$ cat config.mk
export PLATFORM = sky130hd
export DESIGN_NAME = isqs_cell
export DESIGN_NICKNAME = d
export VERILOG_FILES = /design/src/rtl/core/isqs_pkg.sv /design/src/rtl/core/isqs_cell.sv
export SDC_FILE = /design/constraint.sdc
export NUM_CORES = 1
export LEC_CHECK = 0
export BUFFER_PORTS_ARGS = -buffer_cell sky130_fd_sc_hd__buf_4
export CORE_MARGIN = 1
export CORE_UTILIZATION = 40
export DETAILED_ROUTE_END_ITERATION = 16
export MAX_ROUTING_LAYER = met4
export PLACE_DENSITY = 0.77
export SKIP_LAST_GASP = 1
export SYNTH_ARGS = -nofsm -noshare
export SYNTH_HDL_FRONTEND = slang
export SYNTH_SLANG_ARGS = --single-unit
$ cat constraint.sdc
create_clock -name clk -period 5.6 [get_ports clk]
set_clock_uncertainty 0.2 [all_clocks]
set_input_delay 1.12 -clock clk [delete_from_list [all_inputs] [get_ports clk]]
set_output_delay 1.12 -clock clk [all_outputs]
set_load 0.01 [all_outputs]
$ cat src/rtl/core/isqs_pkg.sv
// ----------------------------------------------------------------------------
// isqs_pkg
// Shared types and codes for the indexed sequence store.
// ----------------------------------------------------------------------------
`timescale 1ns / 1ps
`default_nettype none

package isqs_pkg;

  localparam int unsigned DATA_W   = 32;
  localparam int unsigned REQ_W    = 3;
  localparam int unsigned INDEX_W  = 8;
  localparam int unsigned STATUS_W = 2;
  localparam int unsigned LENGTH_W = 9;

  localparam logic [DATA_W-1:0] ERR_VALUE = '1;

  typedef enum logic [REQ_W-1:0] {
    REQ_APPEND = 3'd0,
    REQ_INSERT = 3'd1,
    REQ_REMOVE = 3'd2,
    REQ_READ   = 3'd3,
    REQ_WRITE  = 3'd4
  } req_t;

  typedef enum logic [STATUS_W-1:0] {
    ST_OK    = 2'd0,
    ST_EMPTY = 2'd1,
    ST_INDEX = 2'd2,
    ST_FULL  = 2'd3
  } status_t;

  // What every cell does with its word this cycle
  typedef enum logic [2:0] {
    K_NONE,
    K_APPEND,
    K_INSERT,
    K_REMOVE,
    K_WRITE
  } kind_t;

  typedef struct packed {
    kind_t kind;
    logic  snap;   // copy words into the fetch chain
    logic  shift;  // move the fetch chain one cell towards the head
  } cmd_t;

  typedef enum logic [1:0] {
    S_IDLE,
    S_WALK,
    S_OUT
  } state_t;

endpackage

`default_nettype wire

$ cat src/rtl/core/isqs_cell.sv
// ----------------------------------------------------------------------------
// isqs_cell
// One position of the sequence: holds its word and a fetch-chain stage.
// ----------------------------------------------------------------------------
`timescale 1ns / 1ps
`default_nettype none

module isqs_cell #(
  parameter int unsigned POS = 0,
  parameter int unsigned PW  = 9
) (
  input  wire                          clk,
  input  isqs_pkg::cmd_t               cmd,
  input  wire  [PW-1:0]                pos,
  input  wire  [isqs_pkg::DATA_W-1:0]  value,
  input  wire  [isqs_pkg::DATA_W-1:0]  left,
  input  wire  [isqs_pkg::DATA_W-1:0]  right,
  input  wire  [isqs_pkg::DATA_W-1:0]  carry_in,
  output logic [isqs_pkg::DATA_W-1:0]  data,
  output logic [isqs_pkg::DATA_W-1:0]  carry
);

  localparam logic [PW-1:0] MY_POS = PW'(POS);

  logic [isqs_pkg::DATA_W-1:0] data_next;
  logic [isqs_pkg::DATA_W-1:0] carry_next;

  always_comb begin
    data_next = data;
    unique case (cmd.kind)
      isqs_pkg::K_APPEND, isqs_pkg::K_WRITE: begin
        if (MY_POS == pos) data_next = value;
      end
      isqs_pkg::K_INSERT: begin
        if (MY_POS == pos)     data_next = value;
        else if (MY_POS > pos) data_next = left;
      end
      isqs_pkg::K_REMOVE: begin
        if (MY_POS >= pos) data_next = right;
      end
      default: data_next = data;
    endcase
  end

  // snapshot takes the word before this cycle's update
  always_comb begin
    carry_next = carry;
    if (cmd.snap)       carry_next = data;
    else if (cmd.shift) carry_next = carry_in;
  end

  always_ff @(posedge clk) begin
    data  <= data_next;
    carry <= carry_next;
  end

endmodule

`default_nettype wire

==> run metrics, run 1 <==
status=complete, no violations; die area=9480 um2; Max stage delay on crit path=0.92 ns; Die W=slightly below 100 um; asr flop ratio synth=0; CP bufs+invs=1; fillers=711; post-CTS setup buffers=0; CP endpoint kind=register; hold bufs inserted after CTS=0; Post-Layout Cell Count=597; actual slew at the worst max-slew pin=1.29 ns; cell count after synthesis=302; area share of the largest cell type after synthesis=0.528; worst min-delay path category=register to register; dominant cells by area after synthesis=edfxtp_1 53%, mux2_2 9.9%, and4b_1 8.8%; Worst EP arrival=between 3 and 4 ns; Post-Synth Simple-Gate Area=0.138; Tot Pwr=0.00109 W; reg2reg setup slack=4.41 ns; pre-CTS WS=1.21 ns; reg-to-reg critical path endpoint=carry[14]; mux share of post-synthesis cell area=0.0990; ys flop type=edfxtp_1; FF-to-FF path depth=1; Final WS setup=1.58 ns; CP Launch Type=primary input; TritonCTS clock tree=yes; Post-DP HPWL=around 8100 um; vias in the first global route=around 3.2k; clock-pin slew on the worst setup and hold paths=0.06 ns; top-count cell post-synth=edfxtp_1; clk_lat worst skew=0.33 ns; Yosys warnings=0; Fin. Hold Viols=0; wl on met1=4530 um; worst-case vdd ir drop=0.116 mV; worst hold path cell count=1; Design Area, Final=~5300 um2; Num CTS Buffers=9; period utilization=0.718; share of cells above drive strength 1=0.526; Synth area leader=edfxtp_1; critical path required time=5.36 ns; achievable frequency=249 MHz; Seq cells post-synth=64; critical path cell sequence=buf_4, or4_4, or3_1, nor2_4; top routing layer in use=met4; Placed Cells=582; final net count=628; H-tree level count=3; Detailed Route WL=11400 um; Syn Area/Cell=~12 um2; core area=8760 um2; DRC viols=0; DP Area=5180 um2; Netlist cell types=16; Static Leak=2.13 nW; I/O Buffers=just over 200; CTS root buffer=clkbuf_8; hold endpoint=carry[10]; drt initial violations=157; GRT Resource Usage Total=0.243; crit path max fanout=33; post-route ant nets=0; Met2 Wirelength=5580 um; crit path time final=4.02 ns; antenna cells=0; gr ovfl total=0; setup tns final=0 ns; Final Max Tran Viols=0; post-synthesis compound-gate area fraction=0.187; Slew HR=0.140; RSZ-0062 raised after global routing=no; hold path startpoint=data[10]; Synthesized Nets=~450; first-pass GRT wire length=approximately 17000 um; xor and xnor fraction of the mapped netlist area=0.00241; vias per cell=between 5 and 6; vias=3421; area delta synth->final=46.6%; largest net degree at the start of global routing=40; power per cell area=204 nW/um2; antenna violations before repair=0; Synth Cell Area=about 3600 um2; # resized after CTS=0; cell family with most CP delay=simple AND/OR/NAND/NOR gates; FF-to-FF Start=data[14]; critical path class=primary input to register; # setup viols final=0; adder-cell share of the synthesized area=0; per-cell routed wire length=19.1 um; combinational family with the most area after synthesis=compound AO/OA/AOI/OAI gates; Site Rows=34; number of flops mapped to enable cells by yosys=between 60 and 70; DR pass1 iterations=5; starting density of the core=0.415; die height=97.4 um; maxcap violations=0; routed wl met3=964 um; Seq/Total Area, Yosys=0.528; Slowest cell on crit path=nor2_4; Sink Count=64; GPL Wtd Cong=0.853; worst-case clock buffer depth=2; # IOs=between 200 and 250
==> through the flow <==
stage	utilization	hold slack, ns
after floorplan	-	0.426
after global placement	0.592	0.357
after detailed placement	0.592	0.370
after CTS	0.609	0.387
after global routing	0.609	0.397
final	0.609	0.380
==> flip-flops by register name, indices dropped and copies added (netlist names) <==
register,cells
carry,32
data,32
==> kinds of logic after synthesis <==
| kind of cell | count (synthesis) |
|---|---|
| flip-flops | 64 |
| AND/OR/NAND/NOR | 73 |
| buffers and inverters | 36 |
| multiplexers | 32 |
| XOR/XNOR | 1 |
| AO/OA/AOI/OAI | 96 |
==> where the power goes <==
group / leakage (nW) / internal [W] / switching (W)
Clock: 0.0770 / 0.000154 / 0.000175
Sequential: 0.604 / 0.000550 / 0.00000494
Combinational: 1.45 / 0.000118 / 0.0000868
Total: 2.13 / 0.000822 / 0.000267
==> placed cells by master (no fill, tap or decap), types with 9 or more instances in the layout <==
| master | Yosys | final |
|---|---|---|
| o311ai_0 | 32 | 32 |
| mux2_2 | 32 | 32 |
| a21oi_1 | 32 | 32 |
| nand2_1 | 32 | 32 |
| clkbuf_8 | 0 | 9 |
| and4b_1 | 32 | 32 |
| edfxtp_1 | 64 | 64 |
| buf_4 | 0 | 208 |
| o211ai_1 | 32 | 32 |
==> per-layer routing <==
layer | GRT usage | vias to the layer above
li1 | - | 1609
met1 | 0.311 | 1584
met2 | 0.386 | 201
met3 | 0.0403 | 27
met4 | 0.0984 | 0
met5 | - | -
==> how the worst max path moves through the flow <==
stage | start | end | slack, ns | cells past startpoint
after floorplan | pos[5] | data[0] | 1.31 | 5
after global placement | pos[5] | data[26] | 1.29 | 4
after detailed placement | pos[5] | data[29] | 1.21 | 4
after CTS | pos[5] | data[15] | 1.58 | 4
after global routing | pos[5] | data[15] | 1.45 | 4
final | pos[5] | data[20] | 1.58 | 4
==> final cells by class <==
class	count	area (um2)	area share
Sequential cell	64	1920	0.360
Multi-Input combinational cell	202	1570	0.293
Timing Repair Buffer	208	1560	0.293
Tap cell	108	135	0.0253
Clock buffer	10	128	0.0239
Clock inverter	5	25.0	0.00469
Note: power is estimated with default switching activity, not from simulation.
==> inputs of run 2 (changes only) <==
==> constraint.sdc (replaced) <==
create_clock -name clk -period 4.2 [get_ports clk]
set_clock_uncertainty 0.2 [all_clocks]
set_input_delay 0.84 -clock clk [delete_from_list [all_inputs] [get_ports clk]]
set_output_delay 0.84 -clock clk [all_outputs]
set_load 0.01 [all_outputs]
==> run 2 against run 1 <==
Final area is 0.61% higher. Non-clock buffer count up 3. Sequential power rose by 33%. Register-to-register slack lost 1.4 ns. Clock power increased by 33%. Final cell count increased by 0.34%. Highest routed layer unchanged. Power is 33% higher. Critical path type unchanged.
==> run metrics, run 2 (same netlist as run 1, synthesis figures left out) <==
share of cells above drive strength 1=0.532; achievable frequency=approximately 350 MHz; die area=9480 um2; status=complete, no violations; Slew HR=0.134; worst-case clock buffer depth=2; DRC viols=0; # IOs=207; antenna cells=0; # setup viols final=0; Sink Count=64; GRT Resource Usage Total=0.249; reg-to-reg critical path endpoint=carry[14]; vias=about 3.5k; post-CTS setup buffers=0; clock-pin slew on the worst setup and hold paths=0.07 ns; Static Leak=2.15 nW; CP Launch Type=primary input; Final Max Tran Viols=0; actual slew at the worst max-slew pin=1.30 ns; Final WS setup=1.36 ns; TritonCTS clock tree=yes; antenna violations before repair=0; crit path time final=2.84 ns; post-route ant nets=0; FF-to-FF path depth=1; Die W=slightly below 100 um; I/O Buffers=slightly above 200; largest net degree at the start of global routing=43; hold path startpoint=data[11]; crit path max fanout=33; first-pass GRT wire length=17600 um; critical path class=primary input to register; Fin. Hold Viols=0; core area=8760 um2; GPL Wtd Cong=0.870; starting density of the core=0.415; hold endpoint=carry[11]; worst-case vdd ir drop=0.114 mV; CTS root buffer=clkbuf_8; die height=approximately 97 um; worst min-delay path category=register to register; most frequent cells in the layout=210 x buf_4, 64 x edfxtp_1; power per cell area=between 200 and 300 nW/um2; Detailed Route WL=11700 um; hold bufs inserted after CTS=0; CP endpoint kind=register; final net count=631; H-tree level count=3; Num CTS Buffers=9; Tot Pwr=between 0.001 and 0.0015 W; critical path required time=4.05 ns; reg2reg setup slack=3.01 ns; period utilization=0.677; vias per cell=5.76; Worst EP arrival=approximately 2.7 ns; worst hold path cell count=1; per-cell routed wire length=19.5 um; clk_lat worst skew=0.34 ns; # resized after CTS=0; Site Rows=34; RSZ-0062 raised after global routing=no; FF-to-FF Start=data[14]; maxcap violations=0; drt initial violations=203; DR pass1 iterations=5; largest registers=carry: 32 flops, data: 32 flops; area delta synth->final=47.5%; Post-DP HPWL=around 8400 um; vias in the first global route=3414; setup tns final=0 ns; pre-CTS WS=slightly above 1 ns; commonest non-fill, non-tap cell in the layout=buf_4; gr ovfl total=0
## run 2: changes by cell type in the layout (fill, tap and decap cells not counted), sizes merged
cell,before,now
buf,208,211
clkbuf,10,9
## run 2: how the worst max path moves through the flow
| stage | start | endpoint | slack (ns) | depth (start not counted) |
|---|---|---|---|---|
| final | pos[5] | data[4] | 1.36 | 5 |
| after global routing | pos[5] | data[4] | 1.32 | 5 |
| after CTS | pos[5] | data[4] | 1.38 | 5 |
| after detailed placement | pos[5] | data[8] | 1.02 | 5 |
| after global placement | pos[5] | data[8] | 1.03 | 5 |
| after floorplan | pos[5] | data[0] | 0.19 | 5 |
## run 2: final cells by class
cell class	instances	area, um2
fill	711	3390
sequential	64	1920
timing repair buffer	211	1600
multi-input combinational	202	1570
tap	108	135
clock buffer	9	124
clock inverter	5	26.3
## run 2: power by group
group	switching (W)	leakage, nW	internal [W]
sequential	0.00000631	0.604	0.000733
clock	0.000233	0.0782	0.000202
combinational	0.000116	1.47	0.000158
## run 2: critical path, stage by stage
cell and delay (ns):
buf_4 0.10, or4_4 0.71, or3_1 0.46, nor2_4 0.32, buf_12 0.23
## run 2: through the flow
step / cells / utilization / hold WS (ns) / cell area [um2]
finish: 599 / 0.613 / 0.386 / 5370
detailed placement: 585 / 0.596 / 0.373 / 5220
global placement: 585 / 0.596 / 0.365 / 5220
floorplan: 302 / - / 0.426 / 3640
global route: 599 / 0.613 / 0.411 / 5370
CTS: 599 / 0.613 / 0.390 / 5370
## run 2: layer usage
layer,GRT usage,up-vias,share of wire
li1,-,1613,-
met1,0.295,1594,0.38
met2,0.398,210,0.49
met3,0.0525,36,0.083
met4,0.136,0,0.041
met5,-,-,0
==> inputs of run 3 (changes only) <==
==> constraint.sdc (replaced) <==
create_clock -name clk -period 2.8 [get_ports clk]
set_clock_uncertainty 0.2 [all_clocks]
set_input_delay 0.56 -clock clk [delete_from_list [all_inputs] [get_ports clk]]
set_output_delay 0.56 -clock clk [all_outputs]
set_load 0.01 [all_outputs]
==> run 3 against run 2 <==
Flip-flop and latch count stayed put. Combinational power is 53% higher. Clock power rose by 53%. Worst setup slack got worse by 0.76 ns. Die area unchanged. Hold slack worse by 0.058 ns. Non-clock buffer count up 4. Wire length rose by 2.3%. Sequential share of layout area down 0.32 points. Critical path type unchanged. First-iteration DRC count is 26% lower. Critical endpoint is now data[11]. Power up 52%.
==> run metrics, run 3 (same netlist as run 1, synthesis figures left out) <==
Worst EP arrival=just over 2 ns; Max stage delay on crit path=0.52 ns; Detailed Route WL=11900 um; Sink Count=64; status=complete, no violations; Site Rows=34; vias per cell=5.81; hold bufs inserted after CTS=0; per-cell routed wire length=just under 20 um; maxcap violations=0; post-CTS setup buffers=0; worst-case vdd ir drop=between 0.2 and 0.25 mV; most frequent cells in the layout=213 x buf_4, 64 x edfxtp_1; worst-case clock buffer depth=2; Post-DP HPWL=8430 um; Static Leak=2.18 nW; final net count=635; # setup viols final=0; share of cells above drive strength 1=0.531; CP Launch Type=primary input; Tot Pwr=around 0.0022 W; die area=9480 um2; largest registers=carry: 32 flops, data: 32 flops; drt initial violations=150; commonest non-fill, non-tap cell in the layout=buf_4; Die W=97.4 um; Slew HR=0.666; worst min-delay path category=primary input to register; power per cell area=405 nW/um2; starting density of the core=0.415; GRT Resource Usage Total=0.256; vias in the first global route=3469; post-route ant nets=0; clock-pin slew on the worst setup and hold paths=0.07 ns; core area=8760 um2; Num CTS Buffers=9; # resized after CTS=0; TritonCTS clock tree=yes; GPL Wtd Cong=0.860; I/O Buffers=206; most frequent CP cell=buf_4; pre-CTS WS=roughly 0.29 ns; critical path cell sequence=buf_4, or4_4, buf_4, o311ai_0, o211ai_1; critical path class=primary input to register; DP Area=5260 um2; Slowest cell on crit path=or4_4; Hold Worst Slack=0.328 ns; RSZ-0062 raised after global routing=no; H-tree level count=3; vias=3513; CP bufs+invs=2; actual slew at the worst max-slew pin=0.501 ns; # IOs=207; die height=97.4 um; Fin. Hold Viols=0; largest net degree at the start of global routing=41; Final Max Tran Viols=0; first-pass GRT wire length=18400 um; DRC viols=0; critical path required time=2.66 ns; CTS root buffer=clkbuf_8; Design Area, Final=5420 um2; crit path time final=about 2.2 ns; DR pass1 iterations=4; area delta synth->final=48.9%; achievable frequency=454 MHz; antenna violations before repair=0; cell family with most CP delay=compound AO/OA/AOI/OAI gates; post-layout util=0.618; antenna cells=0; Final WS setup=0.598 ns; gr ovfl total=0; clk_lat worst skew=0.33 ns; crit path max fanout=32; period utilization=0.786; CP endpoint kind=register
==> run 3: changes by cell type in the layout (fill, tap and decap cells not counted) <==
cell,change
clkinv_2,-1
clkbuf_1,+3
buf_4,+3
buf_12,+1
==> run 3: path summary, 6_finish.rpt <==
path	from	end	slack [ns]	cells after the start
worst min register to register	data[11]	carry[11]	0.39	1
worst max-delay path	pos[5]	data[11]	0.60	5
worst min-delay path	carry_in[19]	carry[19]	0.33	2
worst max register to register	data[0]	carry[0]	1.59	1
==> run 3: layout make-up <==
cell class | count | area [um2]
repair buffers | 215 | 1640
flip-flops and latches | 64 | 1920
well taps | 108 | 135
multi-input cells | 202 | 1570
clock inverters | 4 | 21.3
clock buffers | 12 | 135
fillers | 708 | 3340
==> run 3: stage by stage <==
step | std cells | TNS (ns)
global route | 605 | 0
CTS | 605 | 0
global placement | 589 | 0
finish | 605 | 0
detailed placement | 589 | 0
floorplan | 302 | -0.672
==> run 3: power by group <==
| part | internal (W) | switching (W) |
|---|---|---|
| clock | 0.000317 | 0.000351 |
| sequential | 0.00110 | 0.0000102 |
| combinational | 0.000243 | 0.000177 |
==> run 3: routing by layer <==
metal / share of wire / global-route usage / up-vias
met5: 0 / - / -
met4: 0.033 / 0.133 / 0
met3: 0.062 / 0.0403 / 30
met2: 0.51 / 0.412 / 202
met1: 0.39 / 0.310 / 1657
li1: - / - / 1624
